**src/fmbq_pkg.sv**
```systemverilog
// Package for the front/middle/back queue: item types, command codes and
// default sizes. No dependencies.
`timescale 1ns / 1ps
`default_nettype none

package fmbq_pkg;

    localparam int HALF_DEPTH_DEF = 1024;
    localparam int DATA_WIDTH_DEF = 32;

    localparam logic [2:0] CMD_PUSH_FRONT  = 3'd0;
    localparam logic [2:0] CMD_PUSH_MIDDLE = 3'd1;
    localparam logic [2:0] CMD_PUSH_BACK   = 3'd2;
    localparam logic [2:0] CMD_POP_FRONT   = 3'd3;
    localparam logic [2:0] CMD_POP_MIDDLE  = 3'd4;
    localparam logic [2:0] CMD_POP_BACK    = 3'd5;

    localparam logic [31:0] POP_NONE = 32'hFFFF_FFFF;

    typedef struct packed {
        logic [2:0]          cmd;
        logic signed [31:0]  push_value;
    } t_in_item;

    typedef struct packed {
        logic signed [31:0]  pop_value;
        logic                was_empty;
        logic                was_full;
        logic [11:0]         item_count;
    } t_out_item;

    typedef struct packed {
        logic re;
        logic we;
    } t_ram_ctl;

endpackage

`default_nettype wire

```
**src/fmbq_ctrl.sv**
```systemverilog
// Queue control: deque pointers and counts, command decode, read-modify-write
// sequencing of both deque memories and the output register. Depends on fmbq_pkg.
`timescale 1ns / 1ps
`default_nettype none

module fmbq_ctrl #(
    parameter int HALF_DEPTH = fmbq_pkg::HALF_DEPTH_DEF,
    parameter int DATA_WIDTH = fmbq_pkg::DATA_WIDTH_DEF
) (
    input  wire logic                          i_clk,
    input  wire logic                          i_rst_n,
    input  wire logic                          i_in_valid,
    output logic                               o_in_stall,
    input  wire fmbq_pkg::t_in_item            i_in_item,
    output logic                               o_out_valid,
    input  wire logic                          i_out_stall,
    output fmbq_pkg::t_out_item                o_out_item,
    output fmbq_pkg::t_ram_ctl                 o_l_ctl,
    output logic [$clog2(HALF_DEPTH)-1:0]      o_l_waddr,
    output logic [DATA_WIDTH-1:0]              o_l_wdata,
    output logic [$clog2(HALF_DEPTH)-1:0]      o_l_raddr,
    input  wire logic [DATA_WIDTH-1:0]         i_l_rdata,
    output fmbq_pkg::t_ram_ctl                 o_r_ctl,
    output logic [$clog2(HALF_DEPTH)-1:0]      o_r_waddr,
    output logic [DATA_WIDTH-1:0]              o_r_wdata,
    output logic [$clog2(HALF_DEPTH)-1:0]      o_r_raddr,
    input  wire logic [DATA_WIDTH-1:0]         i_r_rdata
);
    import fmbq_pkg::*;

    localparam int AW = $clog2(HALF_DEPTH);
    localparam int CW = $clog2(HALF_DEPTH + 1);
    localparam int TW = $clog2(2 * HALF_DEPTH + 1);
    localparam logic [AW:0]   HD_EXT = (AW + 1)'(HALF_DEPTH);
    localparam logic [AW-1:0] LAST   = AW'(HALF_DEPTH - 1);
    localparam logic [TW-1:0] FULL   = TW'(2 * HALF_DEPTH);

    localparam logic S_IDLE = 1'b0;
    localparam logic S_EXEC = 1'b1;

    function automatic logic [AW-1:0] f_wrap(input logic [AW-1:0] a, input logic [CW-1:0] c);
        logic [AW:0] s;
        s = (AW + 1)'(a) + (AW + 1)'(c);
        if (s >= HD_EXT) begin
            s = s - HD_EXT;
        end
        return s[AW-1:0];
    endfunction

    function automatic logic [AW-1:0] f_dec(input logic [AW-1:0] a);
        return (a == '0) ? LAST : a - 1'b1;
    endfunction

    function automatic logic [AW-1:0] f_inc(input logic [AW-1:0] a);
        return (a == LAST) ? '0 : a + 1'b1;
    endfunction

    logic                  r_state;
    logic                  n_state;
    logic [AW-1:0]         r_lh;
    logic [AW-1:0]         n_lh;
    logic [AW-1:0]         r_rh;
    logic [AW-1:0]         n_rh;
    logic [CW-1:0]         r_lc;
    logic [CW-1:0]         n_lc;
    logic [CW-1:0]         r_rc;
    logic [CW-1:0]         n_rc;
    logic [2:0]            r_cmd;
    logic [DATA_WIDTH-1:0] r_val;
    logic                  r_out_valid;
    t_out_item             r_out;
    t_out_item             n_out;

    logic                  accept;
    logic                  done;
    logic [TW-1:0]         total;
    logic                  is_full;
    logic                  is_empty;
    logic                  l_gt;
    logic                  l_eq;
    logic                  r_nz;
    logic [AW-1:0]         lb1;
    logic [AW-1:0]         lb;
    logic [AW-1:0]         rb1;
    logic [AW-1:0]         rb;
    logic [AW-1:0]         lfm;
    logic [AW-1:0]         rfm;
    logic                  l_we;
    logic                  r_we;

    assign accept   = i_in_valid && (r_state == S_IDLE);
    assign done     = (r_state == S_EXEC) && (!r_out_valid || !i_out_stall);
    assign total    = TW'(r_lc) + TW'(r_rc);
    assign is_full  = (total == FULL);
    assign is_empty = (total == '0);
    assign l_gt     = (r_lc > r_rc);
    assign l_eq     = (r_lc == r_rc);
    assign r_nz     = (r_rc != '0);
    assign lb1      = f_wrap(r_lh, r_lc);
    assign lb       = f_dec(lb1);
    assign rb1      = f_wrap(r_rh, r_rc);
    assign rb       = f_dec(rb1);
    assign lfm      = f_dec(r_lh);
    assign rfm      = f_dec(r_rh);

    // Read both deques at accept; pointers hold until the item completes.
    assign o_l_raddr = (i_in_item.cmd == CMD_POP_FRONT) ? r_lh : lb;
    assign o_r_raddr = (i_in_item.cmd == CMD_POP_BACK) ? rb : r_rh;

    always_comb begin
        n_lh      = r_lh;
        n_rh      = r_rh;
        n_lc      = r_lc;
        n_rc      = r_rc;
        l_we      = 1'b0;
        r_we      = 1'b0;
        o_l_waddr = lb1;
        o_l_wdata = r_val;
        o_r_waddr = rb1;
        o_r_wdata = r_val;
        n_out.pop_value = POP_NONE;
        n_out.was_empty = 1'b0;
        n_out.was_full  = 1'b0;
        unique case (r_cmd)
            CMD_PUSH_FRONT: begin
                if (is_full) begin
                    n_out.was_full = 1'b1;
                end else begin
                    if (l_gt) begin
                        r_we      = 1'b1;
                        o_r_waddr = rfm;
                        o_r_wdata = i_l_rdata;
                        n_rh      = rfm;
                        n_rc      = r_rc + 1'b1;
                    end else begin
                        n_lc = r_lc + 1'b1;
                    end
                    l_we      = 1'b1;
                    o_l_waddr = lfm;
                    n_lh      = lfm;
                end
            end
            CMD_PUSH_MIDDLE: begin
                if (is_full) begin
                    n_out.was_full = 1'b1;
                end else if (l_gt) begin
                    r_we      = 1'b1;
                    o_r_waddr = rfm;
                    o_r_wdata = i_l_rdata;
                    n_rh      = rfm;
                    n_rc      = r_rc + 1'b1;
                    l_we      = 1'b1;
                    o_l_waddr = lb;
                end else begin
                    l_we = 1'b1;
                    n_lc = r_lc + 1'b1;
                end
            end
            CMD_PUSH_BACK: begin
                if (is_full) begin
                    n_out.was_full = 1'b1;
                end else if (l_eq) begin
                    l_we = 1'b1;
                    n_lc = r_lc + 1'b1;
                    if (r_nz) begin
                        o_l_wdata = i_r_rdata;
                        n_rh      = f_inc(r_rh);
                        r_we      = 1'b1;
                    end
                end else begin
                    r_we = 1'b1;
                    n_rc = r_rc + 1'b1;
                end
            end
            CMD_POP_FRONT: begin
                if (is_empty) begin
                    n_out.was_empty = 1'b1;
                end else begin
                    n_out.pop_value = 32'(i_l_rdata);
                    n_lh            = f_inc(r_lh);
                    if (l_eq) begin
                        l_we      = 1'b1;
                        o_l_wdata = i_r_rdata;
                        n_rh      = f_inc(r_rh);
                        n_rc      = r_rc - 1'b1;
                    end else begin
                        n_lc = r_lc - 1'b1;
                    end
                end
            end
            CMD_POP_MIDDLE: begin
                if (is_empty) begin
                    n_out.was_empty = 1'b1;
                end else begin
                    n_out.pop_value = 32'(i_l_rdata);
                    if (l_eq) begin
                        l_we      = 1'b1;
                        o_l_waddr = lb;
                        o_l_wdata = i_r_rdata;
                        n_rh      = f_inc(r_rh);
                        n_rc      = r_rc - 1'b1;
                    end else begin
                        n_lc = r_lc - 1'b1;
                    end
                end
            end
            CMD_POP_BACK: begin
                if (is_empty) begin
                    n_out.was_empty = 1'b1;
                end else if (r_nz) begin
                    n_out.pop_value = 32'(i_r_rdata);
                    if (l_gt) begin
                        r_we      = 1'b1;
                        o_r_waddr = rfm;
                        o_r_wdata = i_l_rdata;
                        n_rh      = rfm;
                        n_lc      = r_lc - 1'b1;
                    end else begin
                        n_rc = r_rc - 1'b1;
                    end
                end else begin
                    n_out.pop_value = 32'(i_l_rdata);
                    n_lc            = r_lc - 1'b1;
                end
            end
            default: begin
            end
        endcase
        n_out.item_count = 12'(TW'(n_lc) + TW'(n_rc));
    end

    always_comb begin
        n_state = r_state;
        unique case (r_state)
            S_IDLE: begin
                if (accept) begin
                    n_state = S_EXEC;
                end
            end
            S_EXEC: begin
                if (done) begin
                    n_state = S_IDLE;
                end
            end
            default: begin
                n_state = S_IDLE;
            end
        endcase
    end

    always_ff @(posedge i_clk) begin
        if (!i_rst_n) begin
            r_state     <= S_IDLE;
            r_lh        <= '0;
            r_rh        <= '0;
            r_lc        <= '0;
            r_rc        <= '0;
            r_out_valid <= 1'b0;
        end else begin
            r_state <= n_state;
            if (done) begin
                r_lh        <= n_lh;
                r_rh        <= n_rh;
                r_lc        <= n_lc;
                r_rc        <= n_rc;
                r_out_valid <= 1'b1;
            end else if (r_out_valid && !i_out_stall) begin
                r_out_valid <= 1'b0;
            end
        end
    end

    always_ff @(posedge i_clk) begin
        if (accept) begin
            r_cmd <= i_in_item.cmd;
            r_val <= DATA_WIDTH'($unsigned(i_in_item.push_value));
        end
        if (done) begin
            r_out <= n_out;
        end
    end

    assign o_l_ctl.re  = accept;
    assign o_l_ctl.we  = done && l_we;
    assign o_r_ctl.re  = accept;
    assign o_r_ctl.we  = done && r_we;
    assign o_in_stall  = (r_state != S_IDLE);
    assign o_out_valid = r_out_valid;
    assign o_out_item  = r_out;

endmodule

`default_nettype wire

```
**config.mk**
```make
export PLATFORM = sky130hd
export DESIGN_NAME = fmbq_ctrl
export DESIGN_NICKNAME = d
export VERILOG_FILES = /design/src/fmbq_pkg.sv /design/src/fmbq_ctrl.sv
export SDC_FILE = /design/constraint.sdc
export NUM_CORES = 1
export LEC_CHECK = 0
export BUFFER_PORTS_ARGS = -buffer_cell sky130_fd_sc_hd__buf_4
export CAP_MARGIN = 20
export CORE_ASPECT_RATIO = 0.7
export CORE_MARGIN = 2
export CORE_UTILIZATION = 50
export CTS_BUF_LIST = sky130_fd_sc_hd__clkbuf_8 sky130_fd_sc_hd__clkbuf_16
export DETAILED_ROUTE_END_ITERATION = 10
export PLACE_DENSITY = 0.85
export SETUP_SLACK_MARGIN = 0.15
export SYNTH_ARGS = -nofsm -noshare
export SYNTH_HDL_FRONTEND = slang
export SYNTH_SLANG_ARGS = --single-unit
```
**constraint.sdc**
```tcl
create_clock -name i_clk -period 9.7 [get_ports i_clk]
set_input_delay 2.425 -clock i_clk [delete_from_list [all_inputs] [get_ports i_clk]]
set_output_delay 2.425 -clock i_clk [all_outputs]
set_load 0.01 [all_outputs]
```
==> impl_metrics.json <==
{
  "cts-resized-gates": 0,
  "grt.total_usage_pct": 37.1,
  "area_growth_pct": 24.4,
  "syn_area_sq_um": 11100,
  "critPathKind": "reg -> out",
  "first_pass_iters": 6,
  "fin_nets": 1659,
  "tightest_slew_ns": 1.04,
  "nFillCells": 1780,
  "finalHoldViolations": 0,
  "dieArea_sq_um": 23500,
  "crit_arrival_ns": 5.03,
  "async_reset_ff_share_pct": 0,
  "gp_congestion": 0.997,
  "synth_edf_count": 81,
  "dieHeight_microns": 129,
  "pwr-share-clk_pct": 25.1,
  "synth_fp_nets": 1451,
  "grt_pass1_vias": 11100,
  "cp_slowest_stage_delay_ns": 0.73,
  "skew_ns": 0.0136,
  "yosys_warnings": 0,
  "crit_chain": "ha_1, nor3_1, o21ai_0, a211oi_2, mux2i_1, nand4_4, o21ai_1, o311a_1, a21oi_1, o221ai_1, buf_4",
  "portBuffers": 258,
  "ant_nets": 0,
  "maxCapViolations": 0,
  "cts_hold_buf": 0,
  "cp_top_family": "compound AO/OA/AOI/OAI gates",
  "core_area_sq_um": 21800,
  "ys_ff_latch": 125,
  "setup_viol": 0,
  "cts_root_buf": "clkbuf_16",
  "placed_cell_area_sq_um": 13200,
  "cts_tree": "done",
  "dp_hpwl_microns": 34100,
  "dr_total_vias": 12200,
  "finalWirelength_microns": 44800,
  "drt_iter0_drc": 1412,
  "syn_inst": 1283,
  "cts_setup_buffers": 0,
  "antenna_found_initial": 3,
  "power_uw": 2530,
  "period_share_pct": 76.9,
  "drv_slew": 0,
  "dieWidth_microns": 182,
  "max_slew_margin_pct": 30.5,
  "synthFlopType": "edfxtp_1",
  "critPathMaxFanout": 14,
  "grt_overflow": 0,
  "crit_buf_inv": 1,
  "crit_slowest_cell": "o21ai_1",
  "syn_area_per_cell_sq_um": 8.68,
  "p_per_area_nw_per_um2": 182,
  "p_sw_uw": 1040,
  "synth-seq-area-share_pct": 29.7,
  "outcome": "completed",
  "yosys.cell_types.count": 85,
  "hold_class": "reg -> reg",
  "clk_path_buf_depth": 2,
  "wl_per_cell_microns": 25.0,
  "cts-htree-levels": 4,
  "fmax_ghz": 0.134,
  "leakagePower_uw": 0.00581,
  "internal_power_uw": 1490,
  "drc": 0,
  "vias_per_cell": 6.82,
  "rows": 45,
  "min_period_ns": 7.46,
  "final.setup.tns_ns": 0,
  "p_sw_share_pct": 41.1,
  "clkSinkCount": 125,
  "start_util_pct": 51.1,
  "grt_pass1_wl_microns": 66700,
  "io_pins": 259,
  "final_core_utilization_pct": 63.6,
  "ir_drop_mv": 0.133,
  "post-route-cell-area_sq_um": 13900,
  "clk_pin_slew_ns": 0.06,
  "cts-buffers-inserted": 17,
  "final_layout_size_suffix_gt1_share_pct": 27.5,
  "seqPwrFrac_pct": 26.4,
  "grt_setup_unrepaired": "false",
  "grt_max_degree": 61,
  "end_kind": "output port",
  "critical_path.startpoint_type": "flop",
  "p_comb_share_pct": 48.5,
  "worst-endpoint-required_ns": 7.28,
  "clk-insertion-delay-late_ns": 0.43
}
-- cell families (layout without fill, tap and decap cells) --
family | count (synthesis) | count (layout) | synth area share [%]
AND/OR/NAND/NOR | 401 | 401 | 18.5
AO/OA/AOI/OAI | 411 | 411 | 26.4
flip-flops | 125 | 125 | 29.7
other | 0 | 2 | 0
adder cells (fa/ha/maj) | 65 | 65 | 7.57
multiplexers | 79 | 79 | 7.87
buffers and inverters | 142 | 363 | 5.18
XOR/XNOR | 60 | 60 | 4.72
-- per-stage QoR --
step	setup WS, ns	cells	hold slack, ns
2_1_floorplan	2.60	1283	0.511
3_3_place_gp	2.62	1751	0.498
3_5_place_dp	2.39	1753	0.540
4_1_cts	1.93	1785	0.550
5_1_grt	2.05	1787	0.594
6_report	2.24	1788	0.550
-- cell usage after synthesis (15+ instances only) --
| cell | instances | area [sq um] |
|---|---|---|
| nand2_1 | 74 | 278 |
| a21oi_1 | 91 | 455 |
| nor3_1 | 42 | 210 |
| edfxtp_1 | 81 | 2430 |
| a31oi_1 | 27 | 169 |
| or3_1 | 20 | 125 |
| mux2_2 | 67 | 754 |
| xor2_1 | 19 | 166 |
| o21ai_0 | 73 | 365 |
| a21o_1 | 15 | 113 |
| inv_1 | 56 | 210 |
| nand2b_1 | 18 | 113 |
| clkbuf_1 | 63 | 236 |
| xnor2_1 | 41 | 359 |
| o31ai_1 | 17 | 128 |
| dfxtp_1 | 44 | 881 |
| a211oi_1 | 24 | 180 |
| and3_1 | 17 | 106 |
| nor2_1 | 121 | 454 |
| a221o_1 | 39 | 390 |
| nand3_1 | 28 | 140 |
| o211ai_1 | 16 | 120 |
| ha_1 | 61 | 763 |
-- worst paths after layout --
path                       startpoint                  endpoint  slack [ns]  cells after the start
max              r_lc[4]$_SDFFE_PN0P_              o_l_waddr[3]        2.24                     11
min          o_out_valid$_SDFFE_PN0P_  o_out_valid$_SDFFE_PN0P_        0.55                      2
max reg2reg      r_rc[9]$_SDFFE_PN0P_  o_out_item[11]$_DFFE_PP_        2.92                     21
min reg2reg  o_out_valid$_SDFFE_PN0P_  o_out_valid$_SDFFE_PN0P_        0.55                      2
-- registers in the layout, indices dropped and copies added (netlist names) --
register	count
o_out_item	46
o_in_stall	1
o_out_valid	1
r_lc	11
r_rh	10
r_lh	10
r_rc	11
r_val	32
r_cmd	3
-- power groups by stage --
| stage | registers (uW) | logic, uW | clock network [uW] |
|---|---|---|---|
| 2_1_floorplan | 662 | 728 | 0 |
| 6_report | 667 | 1220 | 635 |
| 3_5_place_dp | 675 | 1180 | 0 |
| 4_1_cts | 664 | 1180 | 637 |
| 3_3_place_gp | 674 | 1150 | 0 |
| 5_1_grt | 670 | 1300 | 659 |
-- metal layers --
metal	track usage (%)	vias to the layer above	share of wire, %
li1	-	5350	-
met1	53.4	5839	41
met2	53.7	888	43
met3	10.7	107	14
met4	11.5	2	2.3
met5	0	-	0.029
-- layout make-up --
cell class	count	area (sq um)	area share (%)
Sequential cell	125	3310	23.9
Clock inverter	12	93.8	0.677
Antenna cell	2	5.00	0.0361
Multi-Input combinational cell	1016	7270	52.5
Clock buffer	20	489	3.53
Inverter	56	210	1.52
Timing Repair Buffer	275	2120	15.3
Tap cell	282	353	2.55
-- tightest hold or removal path: stages (launching register included) --
cell     delay (ns)
dfxtp_1        0.32
a21oi_1        0.12
nor2_1         0.05
-- cells in the final DEF (no fill, tap or decap), types with 39 or more instances in the layout --
cell type / count
nor3_1: 42
xnor2_1: 41
mux2_2: 67
nand2_1: 74
ha_1: 61
a21oi_1: 91
edfxtp_1: 81
buf_4: 272
dfxtp_1: 44
a221o_1: 39
nor2_1: 119
o21ai_0: 73
inv_1: 58
(Power assumes the default switching activity.)
